--- config.mk ---
export PLATFORM = sky130hd
export DESIGN_NAME = crde_focal_unit
export DESIGN_NICKNAME = d
export VERILOG_FILES = /design/src/rtl/crde_pkg.sv /design/src/rtl/crde_focal_unit.sv
export SDC_FILE = /design/constraint.sdc
export NUM_CORES = 2
export LEC_CHECK = 0
export ABC_CLOCK_PERIOD_IN_PS = 12600
export BUFFER_PORTS_ARGS = -buffer_cell sky130_fd_sc_hd__clkbuf_2
export CORE_UTILIZATION = 50
export CTS_CLUSTER_SIZE = 30
export DETAILED_ROUTE_END_ITERATION = 12
export PLACE_DENSITY = 0.71
export SKIP_LAST_GASP = 1
export SYNTH_ARGS = -nofsm -noshare
export SYNTH_HDL_FRONTEND = slang
export SYNTH_SLANG_ARGS = --single-unit
--- constraint.sdc ---
create_clock -name i_clk -period 12.6 [get_ports i_clk]
set_input_delay 0 -clock i_clk [delete_from_list [all_inputs] [get_ports i_clk]]
set_output_delay 0 -clock i_clk [all_outputs]
set_load 0.1 [all_outputs]
--- src/rtl/crde_pkg.sv ---
// shared types, constants and helpers of the raster draw engine
// no dependencies
package crde_pkg;

    localparam int CANVAS_ROWS_DEF = 32;
    localparam int CANVAS_COLS_DEF = 64;

    localparam logic [2:0] SHADE_WHITE = 3'd4;
    localparam int         SHADE_MAX   = 4;

    localparam int ANG_FULL = 360;
    localparam int ANG_HALF = 180;
    localparam int ANG_STEP = 45;

    typedef enum logic [2:0] {
        MODE_ELLIPSE = 3'd0,
        MODE_LINE    = 3'd1,
        MODE_SQUARE  = 3'd2,
        MODE_SHADE   = 3'd3,
        MODE_COPY    = 3'd4,
        MODE_READ    = 3'd5
    } t_mode;

    typedef enum logic [3:0] {
        S_CLEAR,
        S_IDLE,
        S_REDUCE,
        S_DECIDE,
        S_WALK,
        S_CPWR,
        S_ELL,
        S_RDWAIT,
        S_DONE
    } t_state;

    typedef enum logic [2:0] {
        FS_SQ_A1 = 3'd0,
        FS_SQ_B1 = 3'd1,
        FS_SQ_A2 = 3'd2,
        FS_SQ_B2 = 3'd3,
        FS_SQ_H  = 3'd4,
        FS_HHB   = 3'd5,
        FS_SQ_C  = 3'd6,
        FS_JUDGE = 3'd7
    } t_fstep;

    typedef struct packed {
        logic done;
        logic hit;
    } t_focal_stat;

    // row step for heading index 0..7 (0 = up, clockwise)
    function automatic logic signed [1:0] step_row(input logic [2:0] k);
        case (k)
            3'd0, 3'd1, 3'd7: step_row = -2'sd1;
            3'd3, 3'd4, 3'd5: step_row = 2'sd1;
            default:          step_row = 2'sd0;
        endcase
    endfunction

    function automatic logic signed [1:0] step_col(input logic [2:0] k);
        case (k)
            3'd1, 3'd2, 3'd3: step_col = 2'sd1;
            3'd5, 3'd6, 3'd7: step_col = -2'sd1;
            default:          step_col = 2'sd0;
        endcase
    endfunction

endpackage

--- src/rtl/crde_focal_unit.sv ---
// exact two-focus distance test for one pixel on a shared multiplier
// depends on crde_pkg
module crde_focal_unit
    import crde_pkg::*;
(
    input  logic              i_clk,
    input  logic              i_rst_n,
    input  logic              i_start,
    input  logic signed [7:0] i_row_1,
    input  logic signed [7:0] i_col_1,
    input  logic signed [7:0] i_row_2,
    input  logic signed [7:0] i_col_2,
    input  logic signed [11:0] i_half_q4,
    input  logic              i_filled,
    input  logic signed [7:0] i_pix_row,
    input  logic signed [7:0] i_pix_col,
    output t_focal_stat       o_stat
);

    logic        r_busy;
    t_fstep      r_step;
    t_fstep      cur_step;

    logic [17:0] r_sa, r_sb;
    logic [22:0] r_hh;
    logic signed [25:0] r_c;
    logic [47:0] r_lhs, r_rhs;

    logic signed [8:0]  a1, b1, a2, b2;
    logic [23:0]        big_a, big_b;
    logic signed [26:0] op_x, op_y;
    logic signed [53:0] prod;
    logic [47:0]        lhs4;

    assign a1 = 9'(i_row_1) - 9'(i_pix_row);
    assign b1 = 9'(i_col_1) - 9'(i_pix_col);
    assign a2 = 9'(i_row_2) - 9'(i_pix_row);
    assign b2 = 9'(i_col_2) - 9'(i_pix_col);

    // squared distances scaled by 64
    assign big_a = {r_sa, 6'b0};
    assign big_b = {r_sb, 6'b0};

    assign cur_step = r_busy ? r_step : FS_SQ_A1;

    always_comb begin
        op_x = '0;
        op_y = '0;
        case (cur_step)
            FS_SQ_A1: begin op_x = 27'(a1); op_y = 27'(a1); end
            FS_SQ_B1: begin op_x = 27'(b1); op_y = 27'(b1); end
            FS_SQ_A2: begin op_x = 27'(a2); op_y = 27'(a2); end
            FS_SQ_B2: begin op_x = 27'(b2); op_y = 27'(b2); end
            FS_SQ_H:  begin op_x = 27'(i_half_q4); op_y = 27'(i_half_q4); end
            FS_HHB:   begin op_x = 27'(r_hh); op_y = 27'(big_b); end
            FS_SQ_C:  begin op_x = 27'(r_c); op_y = 27'(r_c); end
            default:  begin op_x = '0; op_y = '0; end
        endcase
    end

    assign prod = op_x * op_y;

    always_ff @(posedge i_clk) begin
        if (!i_rst_n) begin
            r_busy <= 1'b0;
            r_step <= FS_SQ_A1;
        end else if (i_start && !r_busy) begin
            r_busy <= 1'b1;
            r_step <= FS_SQ_B1;
        end else if (r_busy) begin
            if (r_step == FS_JUDGE) begin
                r_busy <= 1'b0;
                r_step <= FS_SQ_A1;
            end else begin
                r_step <= t_fstep'(r_step + 3'd1);
            end
        end
    end

    always_ff @(posedge i_clk) begin
        if (i_start || r_busy) begin
            case (cur_step)
                FS_SQ_A1: r_sa <= 18'(prod);
                FS_SQ_B1: r_sa <= r_sa + 18'(prod);
                FS_SQ_A2: r_sb <= 18'(prod);
                FS_SQ_B2: r_sb <= r_sb + 18'(prod);
                FS_SQ_H:  r_hh <= 23'(prod);
                FS_HHB: begin
                    r_lhs <= 48'(prod);
                    r_c   <= $signed(26'(r_hh) + 26'(big_b) - 26'(big_a));
                end
                FS_SQ_C:  r_rhs <= 48'(prod);
                default:  ;
            endcase
        end
    end

    assign lhs4 = {r_lhs[45:0], 2'b00};

    assign o_stat.done = r_busy && (r_step == FS_JUDGE);
    assign o_stat.hit  = !i_half_q4[11] && !(24'(r_hh) < big_b) && !r_c[25]
                         && (i_filled ? (lhs4 <= r_rhs) : (lhs4 == r_rhs));

endmodule

Word-level counts from Yosys, hierarchy flattened
Index checks and enable logic that the tools add are counted.

storage, ports and cells
  flip-flop bits (word level) = 183
  input bits = 64
  output and inout bits = 2
  word-level logic and storage cells = 62

cells by class
  add/sub/neg operators = 9
  $mul = 1
  magnitude comparators = 2
  eq/ne operators = 8
  mux-type cells = 12
  bitwise logic cells = 1
  reduce and logical (&&, ||, !) cells = 20

operators with widths
  operator                                                                number
  27-bit one-hot mux with 7 select lines                                  2
  18-bit one-hot mux with 2 select lines                                  2
  48-bit equality test                                                    1
  48-bit less-or-equal comparator                                         1
  27-bit by 27-bit multiplier with 48-bit output                          1
  18-bit adder                                                            2
  8-bit by 8-bit subtractor with 9-bit output                             4
  25-bit by 24-bit subtractor with 26-bit output                          1
  23-bit by 24-bit adder with 25-bit output                               1
  23-bit by 24-bit < comparator with 1-bit output                         1
  3-bit equality test (second input constant)                             4
  2-bit AND reduction                                                     5
  3-bit by 2-bit equality test with 1-bit output (second input constant)  2
  1-bit two-way mux                                                       6
  3-bit two-way mux                                                       2
  2-bit nonzero test                                                      3
  1-bit logical AND                                                       5
  1-bit zero test                                                         4
  3-bit by 1-bit adder with 3-bit output (second input constant)          1
  3-bit by 1-bit equality test with 1-bit output (second input constant)  1
  3-bit zero test                                                         1
  2-bit OR reduction                                                      1
  1-bit logical OR                                                        1
  1-bit inverter                                                          1

Longest topological paths before layout
  word-level depth = 6
  depth in mapped cells = 42
  mapped depth without buffers = 42

Worst setup path before layout
OpenSTA, ideal clock, no wires.

  kind = reg-to-reg
  start point = reg r_step[0]
  end point = reg r_sa[17], data pin
  library setup time = 0.269 ns
  data arrival time = 10.365 ns
  slack = 1.966 ns
  cell stages (with the launch flop) = 33
  cell sequence = dfxtp_1 > buf_1 > nand2_1 > nor2_1 > clkbuf_1 > clkbuf_1 > a21oi_1 > nor2_1 > fa_1 > fa_1 > fa_1 > ha_1 > ha_1 > ha_1 > inv_1 > fa_1 > inv_1 > ha_1 > o21ai_0 > o21bai_1 > a21oi_1 > xor2_1 > inv_1 > ha_1 > a21oi_1 > and3b_1 > a21oi_1 > a41o_1 > or4_1 > a31oi_1 > xnor2_1 > nand2_1 > xnor2_1

on the way
  cells in the longest elaborated chain, start to end = 6
  elaborated cells between the ends (all ways) = 13
  those cells by class = add/sub (1); mul (1); eq/ne (6); mux (4); reduce/logical (1)

ends and longest elaborated chain
  item                                                RTL line               text
  from (decl)                                         crde_focal_unit.sv:21  t_fstep r_step;
  from (signal assigned)                              crde_focal_unit.sv:75  r_step <= t_fstep'(r_step + 3'd1);
  3-bit two-way mux (*)                               crde_focal_unit.sv:44  assign cur_step = r_busy ? r_step : FS_SQ_A1;
  3-bit equality test, or another cell as far along   crde_focal_unit.sv:49  case (cur_step)
  27-bit one-hot mux with 7 select lines              crde_focal_unit.sv:49
  27-bit by 27-bit multiplier with 48-bit output (*)  crde_focal_unit.sv:61  assign prod = op_x * op_y;
  net prod[10]                                        crde_focal_unit.sv:32  logic signed [53:0] prod;
  18-bit adder (*)                                    crde_focal_unit.sv:84  FS_SQ_B1: r_sa <= r_sa + 18'(prod);
  18-bit one-hot mux with 2 select lines (*)          crde_focal_unit.sv:82  case (cur_step)
  to (signal assigned)                                crde_focal_unit.sv:83  FS_SQ_A1: r_sa <= 18'(prod);
  to (signal assigned)                                crde_focal_unit.sv:84
  to (decl)                                           crde_focal_unit.sv:24  logic [17:0] r_sa, r_sb;

The timed path passes the listed nets; every way through them passes the cells marked *.
A chain may end at the register's enable or synchronous reset.

Worst setup path in the final report
  start point = reg r_step[0]
  end point = reg r_rhs[35], data pin

on the way
  cells in the longest elaborated chain, start to end = 4
  elaborated cells between the ends (all ways) = 11
  those cells by class = mul (1); eq/ne (6); mux (3); reduce/logical (1)

ends and longest elaborated chain
  item                                                RTL line               text
  3-bit two-way mux (*)                               crde_focal_unit.sv:44
  3-bit equality test, or another cell as far along   crde_focal_unit.sv:49
  27-bit one-hot mux with 7 select lines              crde_focal_unit.sv:49
  27-bit by 27-bit multiplier with 48-bit output (*)  crde_focal_unit.sv:61
  net prod[35]                                        crde_focal_unit.sv:32
  to (signal assigned)                                crde_focal_unit.sv:92  FS_SQ_C: r_rhs <= 48'(prod);
  to (decl)                                           crde_focal_unit.sv:27  logic [47:0] r_lhs, r_rhs;

Marked as above.

==> results.py <==
metrics = {
    "status": {
        "status": "finished clean",
    },
    "clocking": {
        "htreeDepth": 4,
        "clk_latency_ps": 510,
        "clk_pin_slew_ps": 90,
        "cts_tree": "yes",
        "cts_root_buf": "clkbuf_16",
        "cts_buffer_depth": 2,
        "post_cts_buffers": 0,
        "cts.sinks": 183,
        "numCtsBuffers": 17,
        "cts_resized": 0,
    },
    "timing": {
        "skew_ps": 18.3,
        "drv_slew": 0,
        "fmax_mhz": 93.4,
        "setup_viol": 0,
        "tightest_slew_ps": 1120,
        "maxSlewHeadroom_pct": 25.5,
        "layout_min_cycle_time_ps": 10710,
        "rsz0062_at_grt": "false",
        "finalHoldViolations": 0,
        "period_share_pct": 85.0,
        "finalSetupTns_ps": 0,
    },
    "critical_path": {
        "crit_top_cell": "inv_1",
        "timing_worst_setup_path_type": "reg -> reg",
        "cp-end-kind": "flop",
        "critPathMaxStageDelay_ps": 730,
        "worstPathRequired_ps": 12950,
        "cp_slowest_cell": "dfxtp_1",
        "critical_path.startpoint_type": "flop",
        "crit_fanout": 34,
        "critical_path_arrival_ps": 11050,
    },
    "floorplanning": {
        "io_pins": 66,
        "die_y_um": 272,
        "num_rows": 98,
        "fp.dieW_um": 272,
        "core-area_mm2": 0.0717,
        "die_area_mm2": 0.0738,
        "initial_utilization_pct": 50.7,
    },
    "finish": {
        "antenna_cells": 0,
        "fin_area_mm2": 0.0387,
        "area_delta_synth_final_pct": 6.55,
        "layout-drive-gt1-share_pct": 5.74,
        "fillers": 6306,
        "seqCellArea_mm2": 0.00546,
        "nNetsFinal": 5038,
        "multi_input_area_mm2": 0.0267,
        "layout.cells.non_filler": 4924,
    },
    "place": {
        "gp_congestion": 1.00,
        "dp.cells": 4889,
        "hpwl_mm": 81.6,
        "postPlaceCellArea_mm2": 0.0380,
        "io_buffers": 65,
    },
    "global_route": {
        "grt_antenna_before_repair": 4,
        "grt_usage_pct": 28.8,
        "grt_pass1_vias": 28700,
        "grt_pass1_wl_mm": 161,
        "grt_max_degree": 103,
        "overflow": 0,
    },
    "yosys": {
        "synthesis.nets": 4992,
        "ys_seq_elements": 183,
        "synth_top_area_share_pct": 39.0,
        "ys_seq_area_share_pct": 15.0,
        "yosys.area.top_type": "fa_1",
        "synth_cell_type_count": 71,
        "yosys-top-cells-area": "fa_1, edfxtp_1, ha_1, inv_1, nand2_1",
        "ys_async_sr_fraction_pct": 0,
        "synth.avg_cell_area_um2": 9.28,
        "syn_inst": 3915,
        "synth_common_cells": "inv_1, fa_1, nand2_1",
        "syn_area_mm2": 0.0363,
        "synth-main-ff-cell": "edfxtp_1",
        "yosysMostFrequentCell": "inv_1",
        "ys_warn_count": 0,
        "synth_edf_count": 179,
    },
    "detailed_routing": {
        "first_pass_iters": 6,
        "ant_nets": 0,
        "wl_mm": 100,
        "wl_per_cell_um": 20.3,
        "vias": 27200,
        "vias_per_cell": 5.52,
        "drtIter0Drc": 2483,
        "route.detailed.drc": 0,
    },
    "worst_hold_path": {
        "hp-class": "in -> reg",
    },
    "run": {
        "max-cap-violations": 0,
    },
}
cells in the final DEF, fill, tap and decap left out, types with 24 or more instances in the layout:
cell type,instances
nor2_1,312
xnor2_1,83
o21ai_0,93
edfxtp_1,179
inv_1,984
nor2b_1,27
nand2_1,506
buf_4,90
xor2_1,36
a21oi_1,118
nor3_1,32
a21o_1,71
clkbuf_2,65
ha_1,306
a221o_1,24
and2_1,26
fa_1,707
flip-flops by register name (all words and copies together) (netlist names):
signal  cells
r_rhs      48
r_lhs      46
r_c        26
r_hh       23
r_sa       18
r_sb       18
r_step      3
r_busy      1
worst paths after layout:
| check | start | endpoint | slack [ps] | cells past startpoint |
|---|---|---|---|---|
| worst min-delay path | i_rst_n | r_step[2] | 290 | 3 |
| worst max-delay path | r_step[0] | r_rhs[35] | 1890 | 34 |
| worst max register to register | r_step[0] | r_rhs[35] | 1890 | 34 |
| worst min register to register | r_hh[0] | r_c[0] | 490 | 0 |
critical path, delay by kind of cell (launching register included):
kind,cells,cell delay (ps)
flip-flops,1,730
XOR/XNOR,1,220
buffers and inverters,10,1370
adder cells (fa/ha/maj),8,3760
AND/OR/NAND/NOR,7,1800
AO/OA/AOI/OAI,8,2590
logic make-up after synthesis:
family	share of synthesized area, %
AND/OR/NAND/NOR	11.5
XOR/XNOR	2.87
AO/OA/AOI/OAI	9.20
flip-flops	15.0
buffers and inverters	11.8
multiplexers	0.138
adder cells (fa/ha/maj)	49.5
metal layers:
| metal | global-route usage (%) | share of wire (%) | vias to the layer above |
|---|---|---|---|
| met3 | 6.35 | 9.9 | 248 |
| met4 | 12.1 | 4.7 | 6 |
| li1 | - | - | 12100 |
| met5 | 0 | 0.045 | - |
| met2 | 45.7 | 45 | 1193 |
| met1 | 38.1 | 40 | 13600 |
stage by stage:
stage	worst slack [ps]	hold slack (ps)	util, %
2_1_floorplan	1970	122	-
3_3_place_gp	2290	258	53.0
3_5_place_dp	2080	266	53.0
4_1_cts	2150	275	54.0
5_1_grt	1490	318	54.0
6_report	1890	295	54.0
final cells by class:
cell class | count | area share (%)
multi-input combinational | 2614 | 68.9
sequential | 183 | 14.1
inverter | 985 | 9.55
tap | 950 | 3.07
timing repair buffer | 160 | 2.77
clock buffer | 17 | 1.10
clock inverter | 15 | 0.572
what timing repair did:
action,4_1_cts,5_1_grt
setup endpoints to repair,0,0
endpoints found under the hold margin,4,0
hold buffers,3,0
Power is left out: the tool's default activity adds up to more than one toggle a clock period on the data nets, which glitch-free logic cannot reach.
